==> config.mk <==
export PLATFORM = sky130hd
export DESIGN_NAME = adsr_envelope_level
export DESIGN_NICKNAME = d
export VERILOG_FILES = /design/src/design/adsr_pkg.sv /design/src/design/adsr_cfg.sv /design/src/design/adsr_sel.sv /design/src/design/adsr_div.sv /design/src/design/adsr_envelope_level.sv
export SDC_FILE = /design/constraint.sdc
export NUM_CORES = 2
export LEC_CHECK = 0
export ABC_CLOCK_PERIOD_IN_PS = 19100
export BUFFER_PORTS_ARGS = -buffer_cell sky130_fd_sc_hd__buf_2
export CAP_MARGIN = 30
export CORE_ASPECT_RATIO = 0.6
export CORE_MARGIN = 8
export CORE_UTILIZATION = 45
export CTS_CLUSTER_SIZE = 40
export DETAILED_ROUTE_END_ITERATION = 16
export PLACE_DENSITY_LB_ADDON = 0.25
export SETUP_SLACK_MARGIN = 0.2
export SLEW_MARGIN = 25
export SYNTH_ARGS = -nofsm -noshare
export SYNTH_HDL_FRONTEND = slang
export SYNTH_HIERARCHICAL = 1
export SYNTH_SLANG_ARGS = --single-unit
export TNS_END_PERCENT = 20
==> constraint.sdc <==
create_clock -name clk -period 19.1 [get_ports clk]
set_clock_uncertainty 0.15 [all_clocks]
set_input_delay 3.82 -clock clk [delete_from_list [all_inputs] [get_ports clk]]
set_output_delay 3.82 -clock clk [all_outputs]
set_load 0.01 [all_outputs]
==> src/design/adsr_pkg.sv <==
`timescale 1ns / 1ps
// Shared types and constants for the linear ADSR envelope level block.
package adsr_pkg;

  localparam int unsigned LEVEL_W   = 16;
  localparam int unsigned STAGE_W   = 3;
  localparam int unsigned FRAC_W    = 15;
  localparam int unsigned CFG_IDX_W = 3;
  localparam int unsigned MIN_STAGE = 7;

  localparam logic [LEVEL_W-1:0] FULL_SCALE = 16'h8000;

  localparam int unsigned RST_ATTACK  = 655;
  localparam int unsigned RST_DECAY   = 6554;
  localparam int unsigned RST_SUSTAIN = 22938;
  localparam int unsigned RST_HOLD    = 32768;
  localparam int unsigned RST_RELEASE = 13107;

  typedef enum logic [STAGE_W-1:0] {
    ST_ATTACK  = 3'd0,
    ST_DECAY   = 3'd1,
    ST_HOLD    = 3'd2,
    ST_RELEASE = 3'd3,
    ST_DONE    = 3'd4
  } stage_t;

  typedef enum logic [CFG_IDX_W-1:0] {
    REG_ATTACK  = 3'd0,
    REG_DECAY   = 3'd1,
    REG_SUSTAIN = 3'd2,
    REG_HOLD    = 3'd3,
    REG_RELEASE = 3'd4
  } cfg_reg_t;

  typedef struct packed {
    stage_t              stage;
    logic [LEVEL_W-1:0]  base;
  } ctrl_t;

endpackage

==> src/design/adsr_cfg.sv <==
`timescale 1ns / 1ps
// Configuration registers with minimum stage length and sustain saturation.
module adsr_cfg #(
  parameter int TIME_BITS = 24
) (
  input  logic                             clk,
  input  logic                             rst,
  input  logic                             cfg_we,
  input  logic [adsr_pkg::CFG_IDX_W-1:0]   cfg_index,
  input  logic [TIME_BITS-1:0]             cfg_wdata,
  output logic [TIME_BITS-1:0]             attack_eff,
  output logic [TIME_BITS-1:0]             decay_eff,
  output logic [TIME_BITS-1:0]             hold_eff,
  output logic [TIME_BITS-1:0]             release_eff,
  output logic [adsr_pkg::LEVEL_W-1:0]     sustain_eff
);
  import adsr_pkg::*;

  localparam logic [TIME_BITS-1:0] MIN_T = TIME_BITS'(MIN_STAGE);

  logic [TIME_BITS-1:0] attack_time;
  logic [TIME_BITS-1:0] decay_time;
  logic [LEVEL_W-1:0]   sustain_level;
  logic [TIME_BITS-1:0] hold_time;
  logic [TIME_BITS-1:0] release_time;

  always_ff @(posedge clk) begin
    if (rst) begin
      attack_time   <= TIME_BITS'(RST_ATTACK);
      decay_time    <= TIME_BITS'(RST_DECAY);
      sustain_level <= LEVEL_W'(RST_SUSTAIN);
      hold_time     <= TIME_BITS'(RST_HOLD);
      release_time  <= TIME_BITS'(RST_RELEASE);
    end else if (cfg_we) begin
      case (cfg_reg_t'(cfg_index))
        REG_ATTACK:  attack_time   <= cfg_wdata;
        REG_DECAY:   decay_time    <= cfg_wdata;
        REG_SUSTAIN: sustain_level <= cfg_wdata[LEVEL_W-1:0];
        REG_HOLD:    hold_time     <= cfg_wdata;
        REG_RELEASE: release_time  <= cfg_wdata;
        default: begin
        end
      endcase
    end
  end

  assign attack_eff  = (attack_time < MIN_T) ? MIN_T : attack_time;
  assign decay_eff   = (decay_time < MIN_T) ? MIN_T : decay_time;
  assign release_eff = (release_time < MIN_T) ? MIN_T : release_time;
  assign hold_eff    = hold_time;
  assign sustain_eff = (sustain_level > FULL_SCALE) ? FULL_SCALE : sustain_level;

endmodule

==> src/design/adsr_sel.sv <==
`timescale 1ns / 1ps
// Four-stage stage classifier: picks offset, divisor, multiplier and base level.
module adsr_sel #(
  parameter int TIME_BITS = 24
) (
  input  logic                           clk,
  input  logic                           rst,
  input  logic                           in_valid,
  output logic                           in_ready,
  input  logic [TIME_BITS-1:0]           in_time,
  input  logic [TIME_BITS-1:0]           attack_eff,
  input  logic [TIME_BITS-1:0]           decay_eff,
  input  logic [TIME_BITS-1:0]           hold_eff,
  input  logic [TIME_BITS-1:0]           release_eff,
  input  logic [adsr_pkg::LEVEL_W-1:0]   sustain_eff,
  output logic                           out_valid,
  input  logic                           out_ready,
  output logic [TIME_BITS-1:0]           out_x,
  output logic [TIME_BITS-1:0]           out_div,
  output logic [adsr_pkg::LEVEL_W-1:0]   out_mult,
  output adsr_pkg::ctrl_t                out_ctrl
);
  import adsr_pkg::*;

  logic v1, v2, v3, v4;
  logic rdy1, rdy2, rdy3, rdy4;
  logic p1, p2, p3;
  logic [TIME_BITS-1:0] x1, x2, x3, x4;
  logic [TIME_BITS-1:0] dv1, dv2, dv3, dv4;
  stage_t st2, st3;
  logic [LEVEL_W-1:0] m4;
  ctrl_t ctrl4;

  logic lt_a, lt_d, lt_h, lt_r;
  stage_t fs;
  logic [LEVEL_W-1:0] mult_sel;
  logic [LEVEL_W-1:0] base_sel;

  assign rdy4     = !v4 || out_ready;
  assign rdy3     = !v3 || rdy4;
  assign rdy2     = !v2 || rdy3;
  assign rdy1     = !v1 || rdy2;
  assign in_ready = rdy1;

  assign lt_a = in_time < attack_eff;
  assign lt_d = x1 < decay_eff;
  assign lt_h = x2 < hold_eff;
  assign lt_r = x3 < release_eff;

  always_ff @(posedge clk) begin
    if (rst) begin
      v1 <= 1'b0;
      v2 <= 1'b0;
      v3 <= 1'b0;
      v4 <= 1'b0;
    end else begin
      if (rdy1) v1 <= in_valid;
      if (rdy2) v2 <= v1;
      if (rdy3) v3 <= v2;
      if (rdy4) v4 <= v3;
    end
  end

  always_ff @(posedge clk) begin
    if (rdy1) begin
      x1  <= lt_a ? in_time : in_time - attack_eff;
      p1  <= !lt_a;
      dv1 <= attack_eff;
    end
  end

  always_ff @(posedge clk) begin
    if (rdy2) begin
      x2  <= (p1 && !lt_d) ? x1 - decay_eff : x1;
      p2  <= p1 && !lt_d;
      st2 <= p1 ? ST_DECAY : ST_ATTACK;
      dv2 <= (p1 && lt_d) ? decay_eff : dv1;
    end
  end

  always_ff @(posedge clk) begin
    if (rdy3) begin
      x3  <= (p2 && !lt_h) ? x2 - hold_eff : x2;
      p3  <= p2 && !lt_h;
      st3 <= p2 ? ST_HOLD : st2;
      dv3 <= dv2;
    end
  end

  always_comb begin
    fs = p3 ? (lt_r ? ST_RELEASE : ST_DONE) : st3;
    case (fs)
      ST_ATTACK: begin
        mult_sel = FULL_SCALE;
        base_sel = '0;
      end
      ST_DECAY: begin
        mult_sel = FULL_SCALE - sustain_eff;
        base_sel = FULL_SCALE;
      end
      ST_HOLD: begin
        mult_sel = '0;
        base_sel = sustain_eff;
      end
      ST_RELEASE: begin
        mult_sel = sustain_eff;
        base_sel = sustain_eff;
      end
      default: begin
        mult_sel = '0;
        base_sel = '0;
      end
    endcase
  end

  always_ff @(posedge clk) begin
    if (rdy4) begin
      x4          <= x3;
      dv4         <= (p3 && lt_r) ? release_eff : dv3;
      m4          <= mult_sel;
      ctrl4.stage <= fs;
      ctrl4.base  <= base_sel;
    end
  end

  assign out_valid = v4;
  assign out_x     = x4;
  assign out_div   = dv4;
  assign out_mult  = m4;
  assign out_ctrl  = ctrl4;

endmodule

==> src/design/adsr_div.sv <==
`timescale 1ns / 1ps
// Multiply stage followed by a restoring divider, one quotient bit per stage.
module adsr_div #(
  parameter int TIME_BITS = 24
) (
  input  logic                           clk,
  input  logic                           rst,
  input  logic                           in_valid,
  output logic                           in_ready,
  input  logic [TIME_BITS-1:0]           in_x,
  input  logic [TIME_BITS-1:0]           in_div,
  input  logic [adsr_pkg::LEVEL_W-1:0]   in_mult,
  input  adsr_pkg::ctrl_t                in_ctrl,
  output logic                           out_valid,
  input  logic                           out_ready,
  output logic [adsr_pkg::FRAC_W-1:0]    out_quot,
  output adsr_pkg::ctrl_t                out_ctrl
);
  import adsr_pkg::*;

  localparam int PROD_W = TIME_BITS + LEVEL_W;

  logic [PROD_W-1:0]    prod;
  logic [TIME_BITS-1:0] rem [0:FRAC_W];
  logic [FRAC_W-1:0]    qb  [0:FRAC_W];
  logic [TIME_BITS-1:0] dv  [0:FRAC_W];
  ctrl_t                ctl [0:FRAC_W];
  logic                 vld [0:FRAC_W];
  logic                 rdy [0:FRAC_W];

  assign prod = in_x * in_mult;

  assign rdy[FRAC_W] = !vld[FRAC_W] || out_ready;
  assign rdy[0]      = !vld[0] || rdy[1];
  assign in_ready    = rdy[0];

  always_ff @(posedge clk) begin
    if (rst) begin
      vld[0] <= 1'b0;
    end else if (rdy[0]) begin
      vld[0] <= in_valid;
    end
  end

  always_ff @(posedge clk) begin
    if (rdy[0]) begin
      rem[0] <= prod[TIME_BITS+FRAC_W-1:FRAC_W];
      qb[0]  <= prod[FRAC_W-1:0];
      dv[0]  <= in_div;
      ctl[0] <= in_ctrl;
    end
  end

  for (genvar k = 1; k <= FRAC_W; k++) begin : g_step
    logic [TIME_BITS:0] r2;
    logic [TIME_BITS:0] diff;
    logic               ge;

    if (k < FRAC_W) begin : g_rdy
      assign rdy[k] = !vld[k] || rdy[k+1];
    end

    assign r2   = {rem[k-1], qb[k-1][FRAC_W-1]};
    assign diff = r2 - {1'b0, dv[k-1]};
    assign ge   = r2 >= {1'b0, dv[k-1]};

    always_ff @(posedge clk) begin
      if (rst) begin
        vld[k] <= 1'b0;
      end else if (rdy[k]) begin
        vld[k] <= vld[k-1];
      end
    end

    always_ff @(posedge clk) begin
      if (rdy[k]) begin
        rem[k] <= ge ? diff[TIME_BITS-1:0] : r2[TIME_BITS-1:0];
        qb[k]  <= {qb[k-1][FRAC_W-2:0], ge};
        dv[k]  <= dv[k-1];
        ctl[k] <= ctl[k-1];
      end
    end
  end

  assign out_valid = vld[FRAC_W];
  assign out_quot  = qb[FRAC_W];
  assign out_ctrl  = ctl[FRAC_W];

  a_rem_below_div: assert property (@(posedge clk) disable iff (rst)
    vld[FRAC_W] |-> rem[FRAC_W] < dv[FRAC_W])
    else $error("final remainder not below divisor");

endmodule

==> src/design/adsr_envelope_level.sv <==
`timescale 1ns / 1ps
// Top level of the linear ADSR envelope level block.
// Pipeline: 4 classify, 1 multiply, 15 divide stages and 1 output register.
// Throughput: one beat per cycle unless m_tready stalls, set by the pipelined divider.
// Reset clears all valid bits and loads the default envelope registers.
module adsr_envelope_level #(
  parameter int TIME_BITS = 24
) (
  input  logic                                  clk,
  input  logic                                  rst,
  input  logic                                  s_tvalid,
  output logic                                  s_tready,
  // elapsed_time
  input  logic [((TIME_BITS+7)/8)*8-1:0]        s_tdata,
  output logic                                  m_tvalid,
  input  logic                                  m_tready,
  // envelope_level
  output logic [adsr_pkg::LEVEL_W-1:0]          m_tdata,
  // stage_code
  output logic [adsr_pkg::STAGE_W-1:0]          m_tuser,
  input  logic                                  cfg_we,
  input  logic [adsr_pkg::CFG_IDX_W-1:0]        cfg_index,
  input  logic [TIME_BITS-1:0]                  cfg_wdata
);
  import adsr_pkg::*;

  logic [TIME_BITS-1:0] attack_eff;
  logic [TIME_BITS-1:0] decay_eff;
  logic [TIME_BITS-1:0] hold_eff;
  logic [TIME_BITS-1:0] release_eff;
  logic [LEVEL_W-1:0]   sustain_eff;

  logic                 sel_valid;
  logic                 sel_ready;
  logic [TIME_BITS-1:0] sel_x;
  logic [TIME_BITS-1:0] sel_div;
  logic [LEVEL_W-1:0]   sel_mult;
  ctrl_t                sel_ctrl;

  logic                 div_valid;
  logic                 div_ready;
  logic [FRAC_W-1:0]    div_quot;
  ctrl_t                div_ctrl;

  logic                 out_valid;
  logic [LEVEL_W-1:0]   level;
  stage_t               stage;
  logic [LEVEL_W-1:0]   level_next;

  adsr_cfg #(.TIME_BITS(TIME_BITS)) u_cfg (
    .clk         (clk),
    .rst         (rst),
    .cfg_we      (cfg_we),
    .cfg_index   (cfg_index),
    .cfg_wdata   (cfg_wdata),
    .attack_eff  (attack_eff),
    .decay_eff   (decay_eff),
    .hold_eff    (hold_eff),
    .release_eff (release_eff),
    .sustain_eff (sustain_eff)
  );

  adsr_sel #(.TIME_BITS(TIME_BITS)) u_sel (
    .clk         (clk),
    .rst         (rst),
    .in_valid    (s_tvalid),
    .in_ready    (s_tready),
    .in_time     (s_tdata[TIME_BITS-1:0]),
    .attack_eff  (attack_eff),
    .decay_eff   (decay_eff),
    .hold_eff    (hold_eff),
    .release_eff (release_eff),
    .sustain_eff (sustain_eff),
    .out_valid   (sel_valid),
    .out_ready   (sel_ready),
    .out_x       (sel_x),
    .out_div     (sel_div),
    .out_mult    (sel_mult),
    .out_ctrl    (sel_ctrl)
  );

  adsr_div #(.TIME_BITS(TIME_BITS)) u_div (
    .clk       (clk),
    .rst       (rst),
    .in_valid  (sel_valid),
    .in_ready  (sel_ready),
    .in_x      (sel_x),
    .in_div    (sel_div),
    .in_mult   (sel_mult),
    .in_ctrl   (sel_ctrl),
    .out_valid (div_valid),
    .out_ready (div_ready),
    .out_quot  (div_quot),
    .out_ctrl  (div_ctrl)
  );

  assign div_ready  = !out_valid || m_tready;
  assign level_next = (div_ctrl.stage == ST_ATTACK) ? {1'b0, div_quot}
                                                    : div_ctrl.base - {1'b0, div_quot};

  always_ff @(posedge clk) begin
    if (rst) begin
      out_valid <= 1'b0;
    end else if (div_ready) begin
      out_valid <= div_valid;
    end
  end

  always_ff @(posedge clk) begin
    if (div_ready) begin
      level <= level_next;
      stage <= div_ctrl.stage;
    end
  end

  assign m_tvalid = out_valid;
  assign m_tdata  = level;
  assign m_tuser  = stage;

  a_done_is_zero: assert property (@(posedge clk) disable iff (rst)
    m_tvalid && (m_tuser == ST_DONE) |-> m_tdata == '0)
    else $error("finished stage with nonzero level");

  a_level_in_range: assert property (@(posedge clk) disable iff (rst)
    m_tvalid |-> m_tdata <= FULL_SCALE)
    else $error("level above full scale");

  a_attack_below_full: assert property (@(posedge clk) disable iff (rst)
    m_tvalid && (m_tuser == ST_ATTACK) |-> m_tdata < FULL_SCALE)
    else $error("attack level reached full scale");

endmodule

==> metrics <==
status completed; Initial Util 45.4%; area of the multi-input gates 0.0391 mm2; RSZ-0062 raised after global routing no; Seq/Total Area, Yosys 52.4%; GRT Util Overall 20.8%; Hold Path Class register to register; Detailed Route Iter0 Violations 7259; Reg-to-Reg End u_div/rem[0][23]; Via density 5.63; syn avg cell area 11.6 um2; CTS buffer count 164; CP dominant cell by count and3_1; Warnings, synthesis 6; CP Capture Type output pin; Resized cells post-CTS 0; CP max stage cell nor2b_1; routed via count 60.9k; final setup fails 0; Rows 128; Hold Vio Cnt, Final 0; dpl cell area 0.0955 mm2; ys flop type edfxtp_1; Clock Latency Late Sink 820 ps; CTS Root Cell clkbuf_16; nets 8913; die width 601 um; P&R area growth vs syn 9.40%; Fillers 17.8k; core area 0.203 mm2; crit-path cells buf_2, nand2b_1, buf_4, nor2b_1, nand2_4, nor2_1, and3_1, and2_1, and3_1, and2_1, nand3_4, nor2b_1, and3_1, nand2_2, buf_4, buf_2; die span in y 367 um; flip-flop and latch area 0.0483 mm2; drt drc 0; Setup Crit Path Kind primary input to output pin; Post-Route WL 235000 um; drt wl/cell 21.7 um; TNS Setup 0 ps; Slew headroom 31.9%; measured slew at the worst slew-check pin 1010 ps; first-pass GRT wire length 356000 um; Reg2Reg Setup Slack 11400 ps; Die ar. 0.220 mm2; clock sink count 1649; hold path cells 0; CTS max path bufs 4; Arr. time, crit path 8460 ps; CP max stage delay 470 ps; final core utilization 49.7%; Synth cell types 110; crit path time final 12430 ps; H-tree depth 4; Worst-path clk slew 60 ps; Post-synth EDFFs 1532; Slew Viols, Final 0; Mapped Area 0.0923 mm2; Gate Count Post-Synth 7930; largest net degree at the start of global routing 84; Async S/R FF share, synth 0%; period utilization 65.1%; Max FO, Critical Path 29; Hold Path Origin u_div/qb[1][68]; buffers plus inverters on the worst setup path 4; Max-Cap Viols 0; number of global-route vias before repair 58.0k; worst path required time 15130 ps; input/output buffers 76; layout cell share with drive strength beyond 1 8.04%; Setup Fix Bufs, Post-CTS 0; IO Pins 77; register bit total from synthesis 1649; CTS tree yes; routability cong. 0.991; Final Cell Area 0.101 mm2; ANT nets after route 0; sink of the worst hold path u_div/qb[1][84]; Reg2Reg Depth 21; hold buffer count at cts 0; CP Launch Type primary input; initial antenna violation count 40; final hold slack 218 ps; Syn Nets 8888; cell family with most CP delay simple AND/OR/NAND/NOR gates; Critical R2R Launch u_sel/out_x[7]; TritonRoute pass-1 iters 6; Post-DP HPWL 181000 um; grt ovf 0; Max Fclk 0.0805 GHz
## through the flow
step | std cells | setup WS [ps]
2_1_floorplan | 7930 | 3550
3_3_place_gp | 10500 | 6640
3_5_place_dp | 10500 | 6640
4_1_cts | 10800 | 6640
5_1_grt | 10800 | 6250
6_report | 10800 | 6670
## Yosys cell counts (30+ instances only)
library cell / count / share of area (%)
nand2_1: 772 / 3.1
a31oi_1: 61 / 0.41
inv_1: 942 / 3.8
a211oi_1: 47 / 0.38
o21a_1: 95 / 0.77
nor2_1: 399 / 1.6
nor3_1: 93 / 0.50
buf_4: 44 / 0.36
and3_1: 37 / 0.25
edfxtp_1: 1532 / 50
nand2b_1: 81 / 0.55
or3_1: 34 / 0.23
clkbuf_1: 195 / 0.79
nor2b_1: 99 / 0.67
nand4_1: 69 / 0.47
xor2_1: 123 / 1.2
buf_2: 41 / 0.22
mux2_4: 49 / 0.80
dfxtp_1: 117 / 2.5
xnor2_1: 222 / 2.1
o21ai_0: 326 / 1.8
nand3_1: 95 / 0.51
nor4_1: 34 / 0.23
fa_1: 323 / 7.0
ha_1: 579 / 7.8
mux2_2: 108 / 1.3
mux2_1: 40 / 0.49
o21bai_1: 50 / 0.41
a21o_1: 158 / 1.3
a21oi_1: 500 / 2.7
mux2i_1: 30 / 0.33
and2_1: 204 / 1.4
## logic make-up (layout without fill, tap and decap cells)
kind of cell,count (synthesis),count (layout),synth area share (%)
other cells,0,12,0
fa+ha+maj,902,902,14.8
simple gates,2046,2046,10.7
mux,227,227,2.93
xor+xnor,345,345,3.27
flops,1649,1649,52.4
buf+inv,1237,1384,5.36
compound gates,1524,1524,10.5
## worst max-delay path by stage
stage,to,startpoint,cells past startpoint
after global routing,s_tready,m_tready,16
after CTS,s_tready,m_tready,16
after global placement,s_tready,m_tready,16
after floorplan,s_tready,m_tready,13
final,s_tready,m_tready,16
after detailed placement,s_tready,m_tready,16
## state kept, by name, indices dropped and copies added, names as in the netlist, 19 cells and up
name                flops
u_sel/x3               24
u_div/dv              360
u_div/ctl             304
u_sel/dv1              24
u_sel/out_x            24
u_cfg/release_time     24
u_cfg/hold_eff         24
u_div/qb              240
u_sel/x2               24
u_sel/x1               24
u_sel/out_ctrl         19
u_cfg/attack_time      24
u_div/rem             360
u_sel/dv2              24
u_sel/dv3              24
u_sel/out_div          24
u_cfg/decay_time       24
## cell usage in the layout (no fill, tap or decap), types with 51 or more instances in the layout
cell       synthesis  routed
inv_1            942     933
buf_4             44      51
a21o_1           158     158
nor2_1           399     398
o21ai_0          326     324
mux2_2           108     108
xor2_1           123     123
clkbuf_16          0     169
nand4_1           69      69
nand2_1          772     765
a31oi_1           61      61
a21oi_1          500     499
nand2b_1          81      81
buf_2             41      77
nand3_1           95      93
nor2b_1           99      99
edfxtp_1        1532    1532
nor3_1            93      92
dfxtp_1          117     117
and2_1           204     204
fa_1             323     323
ha_1             579     579
o21a_1            95      95
xnor2_1          222     222
## layer usage
layer / wire, um / GRT usage (%)
met5: 86 / 0
met4: 2490 / 2.88
met3: 31300 / 7.26
met2: 80700 / 24.4
met1: 120000 / 35.4
## layout make-up
type,instances,area share (%)
diodes,12,0.0297
clock buffers,193,4.30
clock inverters,95,1.01
inverters,943,3.51
multi-input cells,5044,38.7
flip-flops and latches,1649,47.9
well taps,2730,3.38
repair buffers,153,1.16
Power is not shown: default switching activity piles up to over one toggle a cycle in this logic, so the estimate is an artifact.
